--- config.mk ---
export PLATFORM = sky130hd
export DESIGN_NAME = isbn10_hyphenated_validator_core
export DESIGN_NICKNAME = d
export VERILOG_FILES = /design/src/rtl/ihv_pkg.sv /design/src/rtl/ihv_front.sv /design/src/rtl/ihv_queue.sv /design/src/rtl/ihv_back.sv /design/src/rtl/isbn10_hyphenated_validator_core.sv
export SDC_FILE = /design/constraint.sdc
export NUM_CORES = 1
export LEC_CHECK = 0
export ABC_CLOCK_PERIOD_IN_PS = 6400
export BUFFER_PORTS_ARGS = -buffer_cell sky130_fd_sc_hd__clkbuf_2
export CAP_MARGIN = 20
export CORE_ASPECT_RATIO = 0.7
export CORE_MARGIN = 3
export CORE_UTILIZATION = 45
export CTS_CLUSTER_SIZE = 8
export DETAILED_ROUTE_END_ITERATION = 10
export SYNTH_ARGS = -nofsm -noshare
export SYNTH_HDL_FRONTEND = slang
export SYNTH_SLANG_ARGS = --single-unit
export TNS_END_PERCENT = 5
--- constraint.sdc ---
create_clock -name clk_i -period 6.4 [get_ports clk_i]
set_input_delay 1.28 -clock clk_i [delete_from_list [all_inputs] [get_ports clk_i]]
set_output_delay 1.28 -clock clk_i [all_outputs]
set_load 0.005 [all_outputs]
--- src/rtl/ihv_pkg.sv ---
`default_nettype none

package ihv_pkg;

  // character classes seen by the back end
  typedef enum logic [1:0] {
    KIND_DIGIT,
    KIND_HYPHEN,
    KIND_TEN,
    KIND_OTHER
  } kind_e;

  // one classified character as it travels through the queue
  typedef struct packed {
    kind_e      kind;
    logic [3:0] value;
    logic       last;
  } item_t;

  localparam int unsigned QueueDepth = 2;

  localparam logic [7:0] AsciiZero   = 8'd48;
  localparam logic [7:0] AsciiNine   = 8'd57;
  localparam logic [7:0] AsciiHyphen = 8'h2D;
  localparam logic [7:0] AsciiTen    = 8'h58;

  localparam logic [3:0] StrLength   = 4'd13;
  localparam logic [3:0] Modulus     = 4'd11;
  localparam logic [3:0] TenValue    = 4'd10;
  localparam logic [3:0] PrefixSyms  = 4'd9;
  localparam logic [2:0] HyphenTotal = 3'd3;

  localparam logic [3:0] MaxGroup0   = 4'd5;
  localparam logic [3:0] MaxGroup1   = 4'd7;
  localparam logic [3:0] MaxGroup2   = 4'd6;

  // sum of two residues below the modulus, reduced once
  function automatic logic [3:0] add_mod11(input logic [3:0] a, input logic [3:0] b);
    logic [4:0] s;
    s = {1'b0, a} + {1'b0, b};
    if (s >= {1'b0, Modulus}) begin
      s = s - {1'b0, Modulus};
    end
    return s[3:0];
  endfunction

endpackage

`default_nettype wire

--- src/rtl/ihv_front.sv ---
`default_nettype none

module ihv_front
  import ihv_pkg::*;
(
  input  wire logic [7:0] symbol_i,
  input  wire logic       last_i,
  output item_t           item_o
);

  logic [7:0] digit_off;

  assign digit_off = symbol_i - AsciiZero;

  // sort the character into its class and numeric value
  always_comb begin
    item_o.last  = last_i;
    item_o.value = '0;
    if (symbol_i >= AsciiZero && symbol_i <= AsciiNine) begin
      item_o.kind  = KIND_DIGIT;
      item_o.value = digit_off[3:0];
    end else if (symbol_i == AsciiHyphen) begin
      item_o.kind = KIND_HYPHEN;
    end else if (symbol_i == AsciiTen) begin
      item_o.kind  = KIND_TEN;
      item_o.value = TenValue;
    end else begin
      item_o.kind = KIND_OTHER;
    end
  end

endmodule

`default_nettype wire

--- src/rtl/ihv_queue.sv ---
`default_nettype none

module ihv_queue
  import ihv_pkg::*;
#(
  parameter int unsigned Depth = QueueDepth
) (
  input  wire logic  clk_i,
  input  wire logic  rst_ni,
  input  wire logic  push_i,
  input  wire item_t push_item_i,
  output logic       full_o,
  input  wire logic  pop_i,
  output item_t      pop_item_o,
  output logic       empty_o
);

  localparam int unsigned PtrW = (Depth > 1) ? $clog2(Depth) : 1;
  localparam int unsigned CntW = $clog2(Depth + 1);

  item_t              slot_q [Depth];
  logic [PtrW-1:0]    wr_ptr_q, wr_ptr_d;
  logic [PtrW-1:0]    rd_ptr_q, rd_ptr_d;
  logic [CntW-1:0]    cnt_q, cnt_d;

  assign full_o     = (cnt_q == CntW'(Depth));
  assign empty_o    = (cnt_q == '0);
  assign pop_item_o = slot_q[rd_ptr_q];

  // pointer and fill bookkeeping
  always_comb begin
    wr_ptr_d = wr_ptr_q;
    rd_ptr_d = rd_ptr_q;
    cnt_d    = cnt_q;
    if (push_i) begin
      wr_ptr_d = (wr_ptr_q == PtrW'(Depth - 1)) ? '0 : wr_ptr_q + 1'b1;
    end
    if (pop_i) begin
      rd_ptr_d = (rd_ptr_q == PtrW'(Depth - 1)) ? '0 : rd_ptr_q + 1'b1;
    end
    if (push_i && !pop_i) begin
      cnt_d = cnt_q + 1'b1;
    end else if (pop_i && !push_i) begin
      cnt_d = cnt_q - 1'b1;
    end
  end

  always_ff @(posedge clk_i or negedge rst_ni) begin
    if (!rst_ni) begin
      wr_ptr_q <= '0;
      rd_ptr_q <= '0;
      cnt_q    <= '0;
    end else begin
      wr_ptr_q <= wr_ptr_d;
      rd_ptr_q <= rd_ptr_d;
      cnt_q    <= cnt_d;
    end
  end

  // entry storage
  always_ff @(posedge clk_i) begin
    if (push_i) begin
      slot_q[wr_ptr_q] <= push_item_i;
    end
  end

endmodule

`default_nettype wire

--- src/rtl/ihv_back.sv ---
`default_nettype none

module ihv_back
  import ihv_pkg::*;
(
  input  wire logic  clk_i,
  input  wire logic  rst_ni,
  input  wire item_t item_i,
  input  wire logic  item_vld_i,
  output logic       pop_o,
  output logic       res_vld_o,
  output logic       res_o,
  input  wire logic  res_rdy_i
);

  logic [3:0] char_cnt_q, char_cnt_d;
  logic [2:0] hyph_cnt_q, hyph_cnt_d;
  logic [3:0] grp_len_q, grp_len_d;
  logic [3:0] sym_cnt_q, sym_cnt_d;
  logic [3:0] run_q, run_d;
  logic [3:0] acc_q, acc_d;
  logic       err_q, err_d;
  logic       out_vld_q, out_vld_d;
  logic       out_res_q, out_res_d;

  logic       is_sym;
  logic       bad_grp;
  logic [3:0] addend;
  logic [3:0] run_sum;
  logic       ok;

  // a final character needs the output slot, others never wait
  assign pop_o = item_vld_i && (!item_i.last || !out_vld_q || res_rdy_i);

  assign res_vld_o = out_vld_q;
  assign res_o     = out_res_q;

  assign is_sym = (item_i.kind == KIND_DIGIT) ||
                  (item_i.kind == KIND_TEN && hyph_cnt_q == HyphenTotal);

  // group length limits checked when a hyphen closes a group
  assign bad_grp = (hyph_cnt_q == 3'd0 && (grp_len_q == '0 || grp_len_q > MaxGroup0)) ||
                   (hyph_cnt_q == 3'd1 && (grp_len_q == '0 || grp_len_q > MaxGroup1)) ||
                   (hyph_cnt_q == 3'd2 && (grp_len_q == '0 || grp_len_q > MaxGroup2));

  // weighted sum as a sum of prefix sums: symbol i gets weight 10 - i
  assign addend  = (sym_cnt_q < PrefixSyms && item_i.kind == KIND_TEN) ? '0 : item_i.value;
  assign run_sum = add_mod11(run_q, addend);

  // state update for one character
  always_comb begin
    char_cnt_d = (char_cnt_q == 4'hF) ? char_cnt_q : char_cnt_q + 1'b1;
    hyph_cnt_d = hyph_cnt_q;
    grp_len_d  = grp_len_q;
    sym_cnt_d  = sym_cnt_q;
    run_d      = run_q;
    acc_d      = acc_q;
    err_d      = err_q;
    if (is_sym) begin
      if (sym_cnt_q <= PrefixSyms) begin
        run_d = run_sum;
        acc_d = add_mod11(acc_q, run_sum);
      end
      sym_cnt_d = (sym_cnt_q == 4'hF) ? sym_cnt_q : sym_cnt_q + 1'b1;
      grp_len_d = (grp_len_q == 4'hF) ? grp_len_q : grp_len_q + 1'b1;
    end else if (item_i.kind == KIND_HYPHEN) begin
      if (bad_grp) begin
        err_d = 1'b1;
      end
      hyph_cnt_d = (hyph_cnt_q == 3'h7) ? hyph_cnt_q : hyph_cnt_q + 1'b1;
      grp_len_d  = '0;
    end else begin
      err_d = 1'b1;
    end
  end

  assign ok = !err_d && char_cnt_d == StrLength && item_i.kind != KIND_HYPHEN &&
              hyph_cnt_d == HyphenTotal && grp_len_d == 4'd1 && acc_d == '0;

  // output register
  always_comb begin
    out_vld_d = out_vld_q;
    out_res_d = out_res_q;
    if (res_rdy_i) begin
      out_vld_d = 1'b0;
    end
    if (pop_o && item_i.last) begin
      out_vld_d = 1'b1;
      out_res_d = ok;
    end
  end

  always_ff @(posedge clk_i or negedge rst_ni) begin
    if (!rst_ni) begin
      char_cnt_q <= '0;
      hyph_cnt_q <= '0;
      grp_len_q  <= '0;
      sym_cnt_q  <= '0;
      run_q      <= '0;
      acc_q      <= '0;
      err_q      <= 1'b0;
      out_vld_q  <= 1'b0;
    end else begin
      out_vld_q <= out_vld_d;
      if (pop_o) begin
        if (item_i.last) begin
          char_cnt_q <= '0;
          hyph_cnt_q <= '0;
          grp_len_q  <= '0;
          sym_cnt_q  <= '0;
          run_q      <= '0;
          acc_q      <= '0;
          err_q      <= 1'b0;
        end else begin
          char_cnt_q <= char_cnt_d;
          hyph_cnt_q <= hyph_cnt_d;
          grp_len_q  <= grp_len_d;
          sym_cnt_q  <= sym_cnt_d;
          run_q      <= run_d;
          acc_q      <= acc_d;
          err_q      <= err_d;
        end
      end
    end
  end

  always_ff @(posedge clk_i) begin
    out_res_q <= out_res_d;
  end

endmodule

`default_nettype wire

--- src/rtl/isbn10_hyphenated_validator_core.sv ---
// a final character leaves the queue, then its result is registered in the back end
// throughput: one character per cycle while the result output is not stalled, set by the update in the back end
// a two-entry queue between classifier and back end absorbs output stalls
// reset: asynchronous active-low, clears the queue, all string state and the result valid
`default_nettype none

module isbn10_hyphenated_validator_core
  import ihv_pkg::*;
#(
  parameter int unsigned QDepth = QueueDepth
) (
  input  wire logic       clk_i,
  input  wire logic       rst_ni,
  input  wire logic       s_axis_tvalid_i,
  output logic            s_axis_tready_o,
  input  wire logic [7:0] s_axis_tdata_i,   // [7:0] symbol
  input  wire logic       s_axis_tlast_i,
  output logic            m_axis_tvalid_o,
  input  wire logic       m_axis_tready_i,
  output logic [7:0]      m_axis_tdata_o    // [0] valid_res, [7:1] zero
);

  item_t front_item;
  item_t back_item;
  logic  q_full;
  logic  q_empty;
  logic  q_push;
  logic  q_pop;
  logic  res;

  assign s_axis_tready_o = !q_full;
  assign q_push          = s_axis_tvalid_i && !q_full;

  // classify each incoming character
  ihv_front u_front (
    .symbol_i (s_axis_tdata_i),
    .last_i   (s_axis_tlast_i),
    .item_o   (front_item)
  );

  // decoupling queue
  ihv_queue #(
    .Depth (QDepth)
  ) u_queue (
    .clk_i       (clk_i),
    .rst_ni      (rst_ni),
    .push_i      (q_push),
    .push_item_i (front_item),
    .full_o      (q_full),
    .pop_i       (q_pop),
    .pop_item_o  (back_item),
    .empty_o     (q_empty)
  );

  // string checks and result register
  ihv_back u_back (
    .clk_i      (clk_i),
    .rst_ni     (rst_ni),
    .item_i     (back_item),
    .item_vld_i (!q_empty),
    .pop_o      (q_pop),
    .res_vld_o  (m_axis_tvalid_o),
    .res_o      (res),
    .res_rdy_i  (m_axis_tready_i)
  );

  assign m_axis_tdata_o = {7'd0, res};

endmodule

`default_nettype wire

==> flow_summary_export.csv, run 1 <==
group,metric,value,unit
clock_tree,h-tree-depth,2,
timing,fmaxAchievable,180,MHz
synth,synthTopCellsByArea,"dfrtp_1 24%, edfxtp_1 15%, ha_1 10%, nor2_1 3.9%, nand2_1 3.5%",
synth,yosys_warnings,0,
critical_path,end_kind,"register",
die,die_w,104,um
global_route,grt_start_max_net_pins,30,
timing,rsz0062_at_grt,"no",
cells_and_area,drive_gt1_share,9.85,%
pwr,p_per_area,537,mW/mm^2
job,maxCapViolations,0,
synth,synth.distinct_cells,60,
clock_tree,ctsResizeCount,0,
timing,finalSetupTns,0,ns
timing,min_period,5.57,ns
synth,yosys.cell_count.top_type,"nor2_1",
synth,yosysSeqAreaShare,39.2,%
timing,slew-limit-headroom,37.2,%
synth,synth_top_area_cell,"dfrtp_1",
global_route,grt_util_met3,3.90,%
synth,synth_ff_type,"dfrtp_1",
clock_tree,clkTransAtPathRegs,0.10,ns
global_route,grt_pass1_vias,2065,
global_route,gr-usage-all-layers,15.8,%
synth,yosysTopAreaCellShare,24.2,%
global_route,grt_overflow,0,
die,die_h,74.3,um
cells_and_area,final_nets,364,
clock_tree,cts_buffers,5,
die,dieArea,0.00770,sq mm
cells_and_area,design_area,0.00325,sq mm
drt,vias,2255,
global_route,use_met2,23.9,%
clock_tree,cts_tree,"yes",
critical_path,critPathMaxStageDelay,0.70,ns
synth,syn_area,0.00300,sq mm
timing,drv_slew,0,
clock_tree,cts.sinks,44,
die,ios,23,
global_route,antenna_found_initial,0,
timing,fin_worst_skew,0.0116,ns
critical_path,crit_buf_inv,3,
critical_path,critical-path-top-delay-family,"adder cells",
critical_path,startpoint,"u_queue.rd_ptr_q",
cells_and_area,instances_no_fill,416,
die,num_rows,24,
cells_and_area,antenna_cells,0,
critical_path,cp_data_arrival_time,5.63,ns
die,start_util,47.4,%
timing,setup_viol,0,
synth,netlist_instances,308,
timing,finalHoldViolCount,0,
clock_tree,ctsRootBufferMaster,"clkbuf_8",
drt,detail_route.vias_per_cell,5.42,
drt,ant_nets,0,
die,core,0.00634,sq mm
placement,globalplace.congestion,0.878,
clock_tree,clock_path_buffers,2,
drt,firstDrtPassIters,4,
critical_path,critPathKind,"register to register",
synth,synth_seq_cells,44,
global_route,top_usage_layer,"met2",
drt,wl_per_cell,14.1,um
global_route,grt_pass1_wl,9.84,mm
pwr,p_leak,1.41,nW
worst_hold_path,hold_start,"u_queue.wr_ptr_q",
drt,routed_wl,5.87,mm
drt,drc_errors,0,
status,status,"finished, final reports clean",
cells_and_area,syn_to_final_growth,8.30,%
cells_and_area,n_fill_cell,575,
critical_path,slowest_stage,"dfrtp_1",
global_route,use_met1,23.2,%
placement,io_buffer_count,15,
placement,place_area,0.00313,sq mm
drt,drtIter0Drc,113,
placement,dp_hpwl,4.50,mm
clock_tree,clock_latency,0.30,ns
synth,synth-edff-count,15,
critical_path,cp-start-kind,"register",
pwr,vdd_ir_drop_max,0.254,mV
worst_hold_path,hold_path.class,"register to register",
synth,ys_top_cells_by_count,"31 x nor2_1, 29 x dfrtp_1, 28 x nand2_1",
critical_path,crit_fanout,12,
clock_tree,postCtsSetupBuffers,0,
critical_path,path_cells,"mux2_4 > a211oi_1 > nor2_1 > ha_1 > fa_1 > xor2_1 > a21oi_1 > nor2b_1 > o21ai_0 > xor2_1 > ha_1 > inv_1 > fa_1 > inv_1 > ha_1 > nor2_1 > inv_1 > nor4_1 > o32ai_1 > and4b_1",
clock_tree,postCtsHoldBufs,0,
timing,hold_ws,0.498,ns
critical_path,rr_startpoint,"u_queue.rd_ptr_q",
timing,tightestPinTransition,0.939,ns
timing,min_period_over_period,87.0,%
placement,dp.cells,408,
critical_path,crit_required,6.47,ns
synth,async_reset_ff_share,65.9,%
synth,syn_area_per_cell,9.74,sq um
[final cells by class]
type | instances | area (sq um) | area share, %
multi-input combinational | 238 | 1690 | 52.1
clock inverter | 3 | 46.3 | 1.42
sequential | 44 | 1180 | 36.2
clock buffer | 5 | 68.8 | 2.12
tap | 91 | 114 | 3.50
timing repair buffer | 15 | 75.1 | 2.31
inverter | 20 | 75.1 | 2.31
[routing by layer]
metal | routed length, um | up-vias
met4 | 46 | 0
met2 | 2450 | 44
li1 | - | 1138
met1 | 3070 | 1067
met5 | 0 | -
met3 | 309 | 6
[registers in the layout, indices dropped and copies added, names as in the netlist]
register	flops
u_back.grp_len_q	4
u_back.char_cnt_q	4
u_queue.wr_ptr_q	1
u_back.acc_q	4
u_queue.rd_ptr_q	1
u_back.run_q	4
u_queue.slot_q	14
u_back.sym_cnt_q	4
u_back.hyph_cnt_q	3
u_back.res_o	1
u_back.res_vld_o	1
u_queue.cnt_q	2
u_back.err_q	1
[worst paths after layout]
kind                                        endpoint  slack, ns  cells after the start
worst max-delay path                    u_back.res_o       0.83                     20
worst min-delay path                u_queue.wr_ptr_q       0.50                      1
worst max register to register          u_back.res_o       0.83                     20
worst min register to register      u_queue.wr_ptr_q       0.50                      1
max in group asynchronous           u_queue.rd_ptr_q       4.86                      1
min in group asynchronous       u_back.hyph_cnt_q[0]       1.04                      1
[where the power goes]
group          switching (W)  internal, W  leakage, nW  total (W)
clock               0.000106     0.000118       0.0548   0.000224
sequential         0.0000796     0.000373        0.523   0.000453
combinational       0.000646     0.000424        0.832    0.00107
total               0.000831     0.000915         1.41    0.00175
[cell families after synthesis]
kind of cell,after synthesis,synth area share (%)
AND/OR/NAND/NOR,101,16.2
multiplexers,14,5.09
AO/OA/AOI/OAI,78,19.4
XOR/XNOR,11,3.21
flip-flops,44,39.2
buffers and inverters,32,5.09
other,1,0.125
adder cells (fa/ha/maj),27,11.8
[cell usage in the layout (no fill, tap or decap), types with 6 or more instances in the layout]
cell,n
a21oi_1,13
ha_1,25
nand3_1,9
mux2i_1,10
o21ai_0,15
nand2_1,28
nor2b_1,7
xor2_1,7
clkbuf_2,15
nand2b_1,6
edfxtp_1,15
inv_1,19
a32o_1,8
nor2_1,31
conb_1,7
dfrtp_1,29
[per-stage QoR]
stage	util, %	power, W	setup WS (ns)
2_1_floorplan	-	0.00130	1.65
3_3_place_gp	49.5	0.00152	1.08
3_5_place_dp	49.5	0.00152	0.829
4_1_cts	51.3	0.00175	0.831
5_1_grt	51.3	0.00192	0.511
6_report	51.3	0.00175	0.834
No activity file was read; power rests on OpenSTA's default activity.
==> run 2, diff against run 1 <==
--- a/config.mk
+++ b/config.mk
@@ -8,11 +8,14 @@
 export ABC_CLOCK_PERIOD_IN_PS = 6400
 export BUFFER_PORTS_ARGS = -buffer_cell sky130_fd_sc_hd__clkbuf_2
 export CAP_MARGIN = 20
-export CORE_ASPECT_RATIO = 0.7
+export CELL_PAD_IN_SITES_DETAIL_PLACEMENT = 0
+export CELL_PAD_IN_SITES_GLOBAL_PLACEMENT = 1
+export CORE_ASPECT_RATIO = 0.5
 export CORE_MARGIN = 3
 export CORE_UTILIZATION = 45
 export CTS_CLUSTER_SIZE = 8
 export DETAILED_ROUTE_END_ITERATION = 10
+export PLACE_DENSITY_LB_ADDON = 0.1
 export SYNTH_ARGS = -nofsm -noshare
 export SYNTH_HDL_FRONTEND = slang
 export SYNTH_SLANG_ARGS = --single-unit
==> run 2 against run 1 <==
Effect of this change:
- via count is 0.35% higher
- setup slack lost 0.030 ns
- design area grew 0.69%
- global-route usage grew 1.8 points
- clock skew is 0.0050 ns lower
==> flow_summary_export.csv, run 2 (synthesis results as in run 1) <==
group,metric,value,unit
pwr,vdd_ir_drop_max,0.239,mV
critical_path,crit_buf_inv,3,
timing,setup_viol,0,
clock_tree,clock_latency,0.28,ns
die,die_w,121,um
die,dieArea,0.00774,sq mm
die,core,0.00626,sq mm
timing,hold_ws,0.499,ns
die,num_rows,20,
clock_tree,h-tree-depth,2,
clock_tree,cts_tree,"yes",
pwr,p_leak,1.42,nW
timing,fmaxAchievable,179,MHz
cells_and_area,syn_to_final_growth,9.05,%
cells_and_area,final_nets,364,
drt,vias,2263,
clock_tree,clkTransAtPathRegs,0.06,ns
pwr,p_per_area,549,mW/mm^2
timing,rsz0062_at_grt,"no",
drt,detail_route.vias_per_cell,5.48,
critical_path,cp_data_arrival_time,5.62,ns
global_route,grt_overflow,0,
timing,min_period,5.60,ns
placement,io_buffer_count,15,
worst_hold_path,hold_path.class,"register to register",
critical_path,critPathMaxStageDelay,0.70,ns
cells_and_area,antenna_cells,0,
drt,ant_nets,0,
timing,slew-limit-headroom,32.6,%
cells_and_area,drive_gt1_share,9.54,%
global_route,gr-usage-all-layers,17.6,%
clock_tree,ctsRootBufferMaster,"clkbuf_16",
cells_and_area,mostFrequentLayoutCells,"31 x nor2_1, 29 x dfrtp_1, 28 x nand2_1, 25 x ha_1, 19 x inv_1",
drt,drtIter0Drc,148,
critical_path,path_cells,"mux2_4 > a211oi_1 > nor2_1 > ha_1 > fa_1 > xor2_1 > a21oi_1 > nor2b_1 > o21ai_0 > xor2_1 > ha_1 > inv_1 > fa_1 > inv_1 > ha_1 > nor2_1 > inv_1 > nor4_1 > o32ai_1 > and4b_1",
critical_path,crit_fanout,12,
timing,fin_worst_skew,0.00656,ns
die,die_h,63.7,um
clock_tree,ctsResizeCount,0,
cells_and_area,largest_reg_flops,14,
critical_path,crit_required,6.43,ns
placement,dp.cells,405,
cells_and_area,mostFrequentLayoutCell,"nor2_1",
critical_path,slowest_stage,"dfrtp_1",
cells_and_area,largest_register,"u_queue.slot_q",
critical_path,cp-start-kind,"register",
die,ios,23,
clock_tree,postCtsSetupBuffers,0,
placement,place_worst_setup_slack,0.840,ns
job,maxCapViolations,0,
global_route,grt_pass1_wl,10.9,mm
die,start_util,48.0,%
global_route,grt_pass1_vias,2268,
drt,firstDrtPassIters,4,
status,status,"finished, final reports clean",
timing,finalHoldViolCount,0,
clock_tree,cts.sinks,44,
timing,drv_slew,0,
global_route,antenna_found_initial,0,
timing,tightestPinTransition,1.01,ns
critical_path,end_kind,"register",
timing,final_critical_path_setup_slack,0.804,ns
placement,dp_hpwl,5.01,mm
drt,drc_errors,0,
drt,wl_per_cell,15.4,um
cells_and_area,instances_no_fill,413,
timing,min_period_over_period,87.4,%
placement,globalplace.congestion,0.874,
clock_tree,clock_path_buffers,2,
timing,finalSetupTns,0,ns
clock_tree,cts_buffers,5,
drt,routed_wl,6.35,mm
critical_path,critical-path-top-delay-family,"adder cells",
global_route,grt_start_max_net_pins,30,
critical_path,critPathKind,"register to register",
clock_tree,postCtsHoldBufs,0,
[run 2: metrics by stage]
stage,total power [W],util [%],cell area (sq um)
finish,0.00180,52.3,3270
CTS,0.00180,52.3,3270
floorplan,0.00130,-,3020
detailed placement,0.00155,50.0,3130
global placement,0.00152,50.0,3130
global route,0.00198,52.3,3270
[run 2: report_power, final]
part	internal, W	switching, W
clock	0.000144	0.000100
combinational	0.000428	0.000672
sequential	0.000374	0.0000801
total	0.000945	0.000852
[run 2: path summary, 6_finish.rpt]
| check | startpoint | endpoint | slack (ns) | cells past startpoint |
|---|---|---|---|---|
| worst max-delay path | u_queue.rd_ptr_q | u_back.res_o | 0.80 | 20 |
| worst min-delay path | u_queue.wr_ptr_q | u_queue.wr_ptr_q | 0.50 | 1 |
| worst max register to register | u_queue.rd_ptr_q | u_back.res_o | 0.80 | 20 |
| worst min register to register | u_queue.wr_ptr_q | u_queue.wr_ptr_q | 0.50 | 1 |
| max in group asynchronous | rst_ni | u_back.acc_q[2] | 4.84 | 1 |
| min in group asynchronous | rst_ni | u_back.sym_cnt_q[2] | 1.06 | 1 |
[run 2: cell type report]
cell class,instances,area [sq um]
timing repair buffer,15,75.1
fill,583,2980
clock buffer,6,129
inverter,20,75.1
clock inverter,2,12.5
multi-input combinational,238,1690
sequential,44,1180
tap,88,110
[run 2: metal layers]
metal / vias to the layer above / track usage, % / share of wire, %
li1: 1137 / - / -
met1: 1075 / 25.4 / 52
met2: 49 / 27.8 / 43
met3: 2 / 3.89 / 4.3
met4: 0 / 2.65 / 0.17
met5: - / 0 / 0
==> run 3, diff against run 2 <==
--- a/config.mk
+++ b/config.mk
@@ -5,6 +5,7 @@
 export SDC_FILE = /design/constraint.sdc
 export NUM_CORES = 1
 export LEC_CHECK = 0
+export ABC_AREA = 1
 export ABC_CLOCK_PERIOD_IN_PS = 6400
 export BUFFER_PORTS_ARGS = -buffer_cell sky130_fd_sc_hd__clkbuf_2
 export CAP_MARGIN = 20
==> run 3 against run 2 <==
Effect of this change:
- design area rose by 2.8%
- area after synthesis rose by 3.1%
- fmax grew 15%
- non-clock buffer count unchanged
- hold slack lost 0.0050 ns
- critical path type unchanged
- sequential share of layout area is 0.99 points lower
- final cell count up 21%
- first-iteration DRC count shrank 12%
- critical endpoint unchanged
- clock power up 4%
- register-to-register slack better by 0.72 ns
- sequential power rose by 3%
==> flow_summary_export.csv, run 3 <==
group,metric,value,unit
cells_and_area,drive_gt1_share,10.2,%
worst_hold_path,hold_path.class,"register to register",
drt,detail_route.vias_per_cell,4.98,
timing,slew-limit-headroom,48.3,%
synth,yosys.cell_count.top_type,"nand2_1",
global_route,antenna_found_initial,0,
cells_and_area,syn_to_final_growth,8.78,%
clock_tree,cts.sinks,44,
pwr,vdd_ir_drop_max,0.203,mV
timing,fmaxAchievable,205,MHz
cells_and_area,antenna_cells,0,
synth,synth_seq_cells,44,
clock_tree,postCtsSetupBuffers,0,
timing,finalSetupTns,0,ns
critical_path,crit_required,6.55,ns
cells_and_area,mostFrequentLayoutCell,"nand2_1",
pwr,p_leak,1.77,nW
pwr,p_total,0.00194,W
timing,tightestPinTransition,0.776,ns
drt,wl_per_cell,13.1,um
timing,finalHoldViolCount,0,
die,die_w,123,um
timing,min_period_over_period,76.3,%
drt,firstDrtPassIters,4,
critical_path,critPathMaxStageDelay,0.60,ns
cells_and_area,n_fill_cell,623,
clock_tree,cts_tree,"yes",
synth,syn_area_per_cell,7.83,sq um
placement,io_buffer_count,15,
cells_and_area,design_area,0.00336,sq mm
drt,ant_nets,0,
cells_and_area,multi_input_area,0.00161,sq mm
critical_path,cpMostUsedCell,"nand2_1",
clock_tree,h-tree-depth,2,
clock_tree,ctsRootBufferMaster,"clkbuf_16",
synth,syn_area,0.00309,sq mm
pwr,p_per_area,576,mW/mm^2
cells_and_area,utilization,52.9,%
status,status,"finished, final reports clean",
clock_tree,clkTransAtPathRegs,0.07,ns
placement,place_area,0.00322,sq mm
clock_tree,cts_buffers,5,
global_route,grt_pass1_wl,11.5,mm
cells_and_area,final_nets,452,
synth,netlist_instances,395,
synth,synth.distinct_cells,41,
placement,dp.cells,493,
placement,dp_hpwl,5.21,mm
drt,vias,2496,
timing,setup_viol,0,
synth,synth_top_area_cell,"dfrtp_1",
placement,globalplace.congestion,0.859,
cells_and_area,instances_no_fill,501,
cells_and_area,largest_reg_flops,14,
global_route,grt_overflow,0,
clock_tree,clock_path_buffers,2,
cells_and_area,largest_register,"u_queue.slot_q",
die,die_h,64.6,um
clock_tree,clock_latency,0.29,ns
die,core,0.00636,sq mm
global_route,grt_start_max_net_pins,30,
die,start_util,48.7,%
synth,yosysTopAreaCellShare,23.5,%
critical_path,regToRegEndpoint,"u_back.res_o",
drt,drtIter0Drc,130,
worst_hold_path,hold_depth,2,
critical_path,slowest_stage,"dfrtp_1",
critical_path,critPathKind,"register to register",
cells_and_area,mostFrequentLayoutCells,"98 x nand2_1, 60 x inv_1, 34 x nor2_1, 29 x dfrtp_1",
global_route,gr-usage-all-layers,18.4,%
synth,synthTopCellsByArea,"dfrtp_1 23%, edfxtp_1 15%, nand2_1 12%, ha_1 10%, inv_1 7.3%",
drt,drc_errors,0,
synth,yosys_warnings,0,
critical_path,cp-start-kind,"register",
clock_tree,ctsResizeCount,0,
critical_path,crit_fanout,11,
synth,async_reset_ff_share,65.9,%
cells_and_area,regArea,0.00118,sq mm
global_route,grt_pass1_vias,2405,
critical_path,critical-path-top-delay-family,"simple AND/OR/NAND/NOR gates",
critical_path,reg2regPathDepth,29,
synth,ys_top_cells_by_count,"98 x nand2_1, 60 x inv_1, 34 x nor2_1",
job,maxCapViolations,0,
critical_path,cp_data_arrival_time,5.03,ns
timing,drv_slew,0,
timing,rsz0062_at_grt,"no",
critical_path,r2r_slack,1.52,ns
synth,synth-edff-count,15,
worst_hold_path,hold_end,"u_back.run_q[2]",
synth,yosysSeqAreaShare,38.0,%
timing,fin_worst_skew,0.00542,ns
critical_path,crit_buf_inv,6,
drt,routed_wl,6.58,mm
critical_path,end_kind,"register",
worst_hold_path,hold_start,"u_back.run_q[2]",
clock_tree,postCtsHoldBufs,0,
die,ios,23,
synth,synth_ff_type,"dfrtp_1",
die,num_rows,20,
die,dieArea,0.00796,sq mm
timing,min_period,4.88,ns
critical_path,rr_startpoint,"u_queue.rd_ptr_q",
==> run 3: cell types whose count changed in the layout (fill, tap and decap cells not counted), sizes merged, moves of 6 or more <==
cell,before,now
nor2b,7,0
a32o,8,0
inv,19,66
nand2,28,108
o21ai,17,23
nand2b,6,0
o22ai,1,7
mux2i,10,0
nand3,9,26
==> run 3: area by class of cell <==
type,instances,share of cell area (%)
flip-flops and latches,44,35.0
clock buffers,5,3.72
repair buffers,15,2.23
multi-input cells,280,47.8
clock inverters,3,0.558
inverters,66,7.44
well taps,88,3.27
==> run 3: worst max path at each step <==
stage                                 from            to  slack, ns  cells after the start
after floorplan           u_queue.rd_ptr_q  u_back.res_o       2.18                     26
after global placement    u_queue.rd_ptr_q  u_back.res_o       1.79                     29
after detailed placement  u_queue.rd_ptr_q  u_back.res_o       1.54                     29
after CTS                 u_queue.rd_ptr_q  u_back.res_o       1.54                     29
after global routing      u_queue.rd_ptr_q  u_back.res_o       0.99                     29
final                     u_queue.rd_ptr_q  u_back.res_o       1.52                     29
==> run 3: power breakdown <==
| part | switching [W] | total, W | internal, W | leakage (nW) |
|---|---|---|---|---|
| registers | 0.0000793 | 0.000466 | 0.000387 | 0.516 |
| logic | 0.000786 | 0.00122 | 0.000430 | 1.19 |
| clock network | 0.000111 | 0.000254 | 0.000143 | 0.0635 |
==> run 3: per-layer routing <==
layer | vias up | track usage [%] | part of all wire (%)
li1 | 1291 | - | -
met1 | 1155 | 27.7 | 55
met2 | 43 | 26.0 | 41
met3 | 7 | 4.27 | 3.4
met4 | 0 | 5.24 | 0.99
met5 | - | 0 | 0
==> run 3: worst register-to-register path: cells and delay by family (launching register included) <==
family | cells | cell delay, ns
AOI/OAI and AO/OA | 2 | 0.25
xor gates and xnor gates | 1 | 0.21
adders and majority gates | 5 | 1.54
buffers and inverters | 6 | 0.46
DFF | 1 | 0.60
and+or+nand+nor | 15 | 1.69
==> run 3: per-stage QoR <==
step	hold slack, ns	worst slack, ns
after floorplan	0.455	2.18
after global placement	0.478	1.79
after detailed placement	0.481	1.54
after CTS	0.501	1.54
after global routing	0.540	0.989
final	0.494	1.52
==> run 3: cell families (layout without fill, tap and decap cells) <==
| group | after synthesis | after routing | share of synthesized area (%) |
|---|---|---|---|
| other | 1 | 7 | 0.121 |
| AND/OR/NAND/NOR | 180 | 180 | 26.2 |
| flip-flops | 44 | 44 | 38.0 |
| XOR/XNOR | 11 | 11 | 3.12 |
| buffers and inverters | 77 | 89 | 10.7 |
| AO/OA/AOI/OAI | 55 | 55 | 10.5 |
| adder cells (fa/ha/maj) | 27 | 27 | 11.4 |
